--- config.mk ---
export PLATFORM = sky130hd
export DESIGN_NAME = prefix_varint_bit_decoder
export DESIGN_NICKNAME = d
export VERILOG_FILES = /design/src/hdl/pvbd_pkg.sv /design/src/hdl/pvbd_step.sv /design/src/hdl/prefix_varint_bit_decoder.sv
export SDC_FILE = /design/constraint.sdc
export NUM_CORES = 1
export LEC_CHECK = 0
export BUFFER_PORTS_ARGS = -buffer_cell sky130_fd_sc_hd__buf_4
export CAP_MARGIN = 20
export CORE_UTILIZATION = 48
export CTS_BUF_LIST = sky130_fd_sc_hd__clkbuf_4 sky130_fd_sc_hd__clkbuf_8
export DETAILED_ROUTE_END_ITERATION = 6
export PLACE_DENSITY = 0.67
export SETUP_SLACK_MARGIN = 0.3
export SYNTH_ARGS = -nofsm -noshare
export SYNTH_HDL_FRONTEND = slang
export SYNTH_HIERARCHICAL = 1
export SYNTH_SLANG_ARGS = --single-unit
--- constraint.sdc ---
create_clock -name clk -period 12.8 [get_ports clk]
set_input_delay 1.92 -clock clk [delete_from_list [all_inputs] [get_ports clk]]
set_output_delay 1.92 -clock clk [all_outputs]
set_load 0.02 [all_outputs]
--- src/hdl/pvbd_pkg.sv ---
// Package for the prefix varint bit decoder: word types, decoder state and codes.
// Used by pvbd_step and by the top level prefix_varint_bit_decoder.
package pvbd_pkg;

  localparam int unsigned ShortBits  = 2;
  localparam int unsigned LongBits   = 8;
  localparam int unsigned MaxResults = 3;

  typedef enum logic [1:0] {
    PHASE_PREFIX = 2'd0,
    PHASE_SHORT  = 2'd1,
    PHASE_LONG   = 2'd2
  } phase_t;

  typedef struct packed {
    logic [7:0] data_byte;
    logic       realign;
  } in_word_t;

  typedef struct packed {
    logic [31:0] value;
    logic        last;
  } out_word_t;

  typedef struct packed {
    phase_t      code_phase;
    logic [3:0]  bits_remaining;
    logic [7:0]  code_bits;
    logic [1:0]  group_index;
    logic [31:0] group_value;
  } dec_state_t;

  typedef struct packed {
    logic [1:0]                  count;
    logic [MaxResults-1:0][31:0] values;
  } step_result_t;

endpackage

--- src/hdl/pvbd_step.sv ---
// Decodes one stream byte against the current decoder state, bit by bit.
// Depends on pvbd_pkg for the state and result types.
module pvbd_step (
  input  logic [7:0]           data_byte,
  input  logic                 realign,
  input  logic [1:0]           codes_per_value_log2,
  input  pvbd_pkg::dec_state_t state_cur,
  output pvbd_pkg::dec_state_t state_next,
  output pvbd_pkg::step_result_t result
);
  import pvbd_pkg::*;

  logic [1:0] last_slot;

  // A setting of three behaves as four codes per value.
  always_comb begin
    unique case (codes_per_value_log2)
      2'd0:    last_slot = 2'd0;
      2'd1:    last_slot = 2'd1;
      default: last_slot = 2'd3;
    endcase
  end

  always_comb begin
    dec_state_t  st;
    logic [1:0]  cnt;
    logic        b;
    logic [7:0]  code;
    logic [3:0]  rem;
    logic [31:0] gv;
    st = state_cur;
    cnt = 2'd0;
    b = 1'b0;
    code = 8'd0;
    rem = 4'd0;
    gv = 32'd0;
    result.values = '0;
    if (realign) begin
      st.code_phase     = PHASE_PREFIX;
      st.bits_remaining = 4'd0;
      st.code_bits      = 8'd0;
      st.group_index    = 2'd0;
      st.group_value    = 32'd0;
    end
    for (int k = 7; k >= 0; k--) begin
      b = data_byte[3'(k)];
      case (st.code_phase)
        PHASE_SHORT, PHASE_LONG: begin
          code = {st.code_bits[6:0], b};
          rem  = st.bits_remaining - 4'd1;
          st.code_bits      = code;
          st.bits_remaining = rem;
          if (rem == 4'd0) begin
            st.code_phase = PHASE_PREFIX;
            gv = st.group_value | ({24'd0, code} << {st.group_index, 3'b000});
            if (st.group_index >= last_slot) begin
              if (cnt < 2'(MaxResults)) begin
                result.values[cnt] = gv;
                cnt = cnt + 2'd1;
              end
              st.group_value = 32'd0;
              st.group_index = 2'd0;
            end else begin
              st.group_value = gv;
              st.group_index = st.group_index + 2'd1;
            end
            st.code_bits = 8'd0;
          end
        end
        default: begin
          // A prefix bit picks the length of the code that follows.
          st.code_phase     = b ? PHASE_LONG : PHASE_SHORT;
          st.bits_remaining = b ? 4'(LongBits) : 4'(ShortBits);
          st.code_bits      = 8'd0;
        end
      endcase
    end
    state_next   = st;
    result.count = cnt;
  end

endmodule

--- src/hdl/prefix_varint_bit_decoder.sv ---
// Top level of the prefix varint bit decoder: input register, decode, result buffer.
// Depends on pvbd_pkg and pvbd_step.
//
// Usage: stream bytes enter on the in channel (in_valid, in_stall, in_word) and
// decoded values leave on the out channel (out_valid, out_stall, out_word), one
// value per word. Each value's last bit marks the final value that its input
// byte produced; a byte that finishes no value produces no word.
// A byte is registered on acceptance and decoded from the input register into
// a three-entry result buffer once the buffer is free; the buffer register
// then offers its first value. The buffer drains one value per cycle while
// out_stall is low, and a byte finishes at most three values, all through the
// single output port. The next byte is decoded in the cycle the buffer's last
// value is taken, so bytes with at most one value flow every cycle while
// out_stall is low.
// The user writes the codes_per_value_log2 register through cfg_write and cfg_data
// only while the block is idle; the block does not enforce this. Reset clears the
// register, the decoder state and all pending words. While out_stall is high the
// output word holds, the buffer and the input register fill, then in_stall rises.
module prefix_varint_bit_decoder (
  input  logic                clk,
  input  logic                rst,
  input  logic                in_valid,
  output logic                in_stall,
  input  pvbd_pkg::in_word_t  in_word,
  output logic                out_valid,
  input  logic                out_stall,
  output pvbd_pkg::out_word_t out_word,
  input  logic                cfg_write,
  input  logic [1:0]          cfg_data
);
  import pvbd_pkg::*;

  logic                        s1_valid;
  in_word_t                    s1_word;
  dec_state_t                  state;
  dec_state_t                  state_next;
  step_result_t                step_res;
  logic [1:0]                  codes_per_value_log2;
  logic [MaxResults-1:0][31:0] buf_values;
  logic [1:0]                  buf_count;
  logic [1:0]                  buf_rd;
  logic                        out_take;
  logic                        buf_free;
  logic                        s1_move;
  logic                        rd_last;

  pvbd_step u_step (
    .data_byte            (s1_word.data_byte),
    .realign              (s1_word.realign),
    .codes_per_value_log2 (codes_per_value_log2),
    .state_cur            (state),
    .state_next           (state_next),
    .result               (step_res)
  );

  assign out_valid      = (buf_count != 2'd0);
  assign rd_last        = (buf_rd == buf_count - 2'd1);
  assign out_word.value = buf_values[buf_rd];
  assign out_word.last  = rd_last;
  assign out_take       = out_valid && !out_stall;
  assign buf_free       = !out_valid || (out_take && rd_last);
  assign s1_move        = s1_valid && buf_free;
  assign in_stall       = s1_valid && !buf_free;

  always_ff @(posedge clk) begin
    if (!in_stall) begin
      s1_word <= in_word;
    end
    if (s1_move) begin
      buf_values <= step_res.values;
    end
  end

  always_ff @(posedge clk) begin
    if (rst) begin
      s1_valid             <= 1'b0;
      buf_count            <= 2'd0;
      buf_rd               <= 2'd0;
      codes_per_value_log2 <= 2'd0;
      state                <= '{code_phase: PHASE_PREFIX, default: '0};
    end else begin
      if (cfg_write) begin
        codes_per_value_log2 <= cfg_data;
      end
      if (!in_stall) begin
        s1_valid <= in_valid;
      end
      if (s1_move) begin
        state     <= state_next;
        buf_count <= step_res.count;
        buf_rd    <= 2'd0;
      end else if (out_take) begin
        if (rd_last) begin
          buf_count <= 2'd0;
        end else begin
          buf_rd <= buf_rd + 2'd1;
        end
      end
    end
  end

endmodule

==> flow_metrics.env <==
export IMPL_hold_path_class="register to register"
export IMPL_startpoint_type="register"
export IMPL_power_frac_comb=0.213
export IMPL_tightestPinTransition_ns=1.34
export IMPL_cts_tree="built"
export IMPL_first_pass_iters=7
export IMPL_crit_required_ns=13.02
export IMPL_dp_hpwl_um=42100
export IMPL_die_area_um2=30100
export IMPL_p_sw_frac=0.345
export IMPL_nets=1965
export IMPL_ant_nets=0
export IMPL_p_switching_mw=0.414
export IMPL_netlist_area_um2=14100
export IMPL_setup_viol=0
export IMPL_synthCells=1941
export IMPL_critPathCaptureType="register"
export IMPL_final_setup_tns_ns=0
export IMPL_fin_cells=2319
export IMPL_start_util=0.489
export IMPL_drtIter0Drc=2313
export IMPL_cap_violations=0
export IMPL_max_stage_delay_ns=0.71
export IMPL_yosysWarnings=6
export IMPL_clockBufferDepth=2
export IMPL_cp_slowest_cell="o2111ai_1"
export IMPL_violations="DRC"
export IMPL_grt_max_degree=79
export IMPL_numCtsBuffers=17
export IMPL_internal_power_mw=0.785
export IMPL_grt_pass1_wl_um=87600
export IMPL_vdd_drop_max_mv=0.0557
export IMPL_outcome="finished with violations"
export IMPL_area_growth_syn_to_layout_pct=7.24
export IMPL_gp_congestion=1.03
export IMPL_core_area_um2=28900
export IMPL_vias_per_cell=6.70
export IMPL_fmax_mhz=86.4
export IMPL_grt_pass1_vias=14191
export IMPL_reg2reg_setup_slack_ns=1.22
export IMPL_drive_above_1_share=0.0972
export IMPL_dp_cells=2283
export IMPL_numPortBuffers=46
export IMPL_vias=15532
export IMPL_cp_common_cell="ha_1"
export IMPL_insertion_delay_ns=0.49
export IMPL_post_route_period_util=0.904
export IMPL_htree_num_levels=4
export IMPL_pin_count=51
export IMPL_cp_max_fo=12
export IMPL_hold_viol=0
export IMPL_cts_root_buf="clkbuf_8"
export IMPL_chipWidth_um=174
export IMPL_syn_area_per_cell_um2=7.28
export IMPL_arrival_ns=11.80
export IMPL_max_slew_margin=0.105
export IMPL_insertedDiodeCount=0
export IMPL_grt_setup_unrepaired="false"
export IMPL_powerDensity_nw_per_um2=79.2
export IMPL_overflow=0
export IMPL_die_h_um=174
export IMPL_p_seq_frac=0.468
export IMPL_drc_errors=2
export IMPL_rows=62
export IMPL_path_clk_slew_ns=0.11
export IMPL_slew_viol_final=0
export IMPL_p_clk_frac=0.319
export IMPL_routed_wl_um=57500
export IMPL_leakagePower_nw=5.02
export IMPL_track_usage=0.379
export IMPL_cts_hold_buffers_added=0
export IMPL_min_period_ns=11.58
export IMPL_routedWlPerCell_um=24.8
export IMPL_path_class="register to register"
export IMPL_antenna_found_initial=0
export IMPL_finClkSkew_ns=0.0272
export IMPL_numClockSinks=155
power groups by stage:
| stage | Clock (mW) | Combinational, mW | Sequential (mW) |
|---|---|---|---|
| global route | 0.406 | 0.274 | 0.563 |
| finish | 0.383 | 0.256 | 0.561 |
| global placement | 0 | 0.245 | 0.571 |
| floorplan | 0 | 0.176 | 0.566 |
| detailed placement | 0 | 0.248 | 0.572 |
| CTS | 0.388 | 0.249 | 0.561 |
final cells by class:
| class | count | area, um^2 |
|---|---|---|
| Clock inverter | 14 | 138 |
| Fill cell | 2867 | 13700 |
| Sequential cell | 155 | 4120 |
| Inverter | 35 | 134 |
| Tap cell | 384 | 480 |
| Timing Repair Buffer | 96 | 726 |
| Multi-Input combinational cell | 1617 | 9310 |
| Clock buffer | 18 | 241 |
cell usage in the layout, fill, tap and decap left out, types with 15 or more instances in the layout:
master and count:
clkbuf_8 17, a211oi_1 18, nand3_1 36, nand2b_1 17
ha_1 27, nor2_1 229, and2_1 19, o22ai_1 50
a21oi_1 264, a31oi_1 21, buf_4 93, nor3_1 60
o21a_1 15, nor2b_1 18, o211ai_1 18, a22oi_1 21
dfxtp_1 53, inv_1 33, edfxtp_1 101, o21ai_0 144
o21ai_1 17, nand2_1 308, mux2i_1 53
path summary, 6_finish.rpt:
path | start | to | cells after the start
max | s1_word[0]$_DFFE_PN_ | buf_values[22]$_DFFE_PP_ | 46
min | state[24]$_SDFFE_PP0P_ | state[24]$_SDFFE_PP0P_ | 2
max reg2reg | s1_word[0]$_DFFE_PN_ | buf_values[22]$_DFFE_PP_ | 46
min reg2reg | state[24]$_SDFFE_PP0P_ | state[24]$_SDFFE_PP0P_ | 2
repair_timing:
item                                    in CTS  in global routing
setup buffers                                0                  2
resized for setup                            0                  2
endpoints found under the setup margin       0                 37
hold endpoints to repair                     0                  0
stage by stage:
stage / worst slack (ns) / hold slack (ns) / area (um^2) / util / power [mW]
after floorplan: 2.29 / 0.427 / 14100 / - / 0.741
after global placement: 1.21 / 0.435 / 14700 / 0.509 / 0.816
after detailed placement: 0.950 / 0.443 / 14700 / 0.510 / 0.820
after CTS: 0.876 / 0.459 / 15100 / 0.523 / 1.20
after global routing: 0.631 / 0.475 / 15100 / 0.525 / 1.24
final: 1.22 / 0.458 / 15100 / 0.525 / 1.20
critical path, delay by kind of cell (launching register included):
kind,cells,cell delay (ns)
buffers and inverters,6,1.04
multiplexers,1,0.43
XOR/XNOR,1,0.25
adder cells (fa/ha/maj),7,2.32
AND/OR/NAND/NOR,14,2.73
AO/OA/AOI/OAI,17,4.07
flip-flops,1,0.42
state kept, by name (all words and copies together) (netlist names):
name / count
s1_word: 5
buf_values: 96
buf_rd: 2
s1_valid: 1
state: 47
buf_count: 2
codes_per_value_log2: 2
per-layer routing:
metal,vias up,share of wire,GRT usage
met2,947,0.43,0.568
met5,-,0,0
li1,7131,-,-
met4,0,0.038,0.152
met3,149,0.11,0.0849
met1,7305,0.43,0.528
Power figures use the tool's default switching activity.
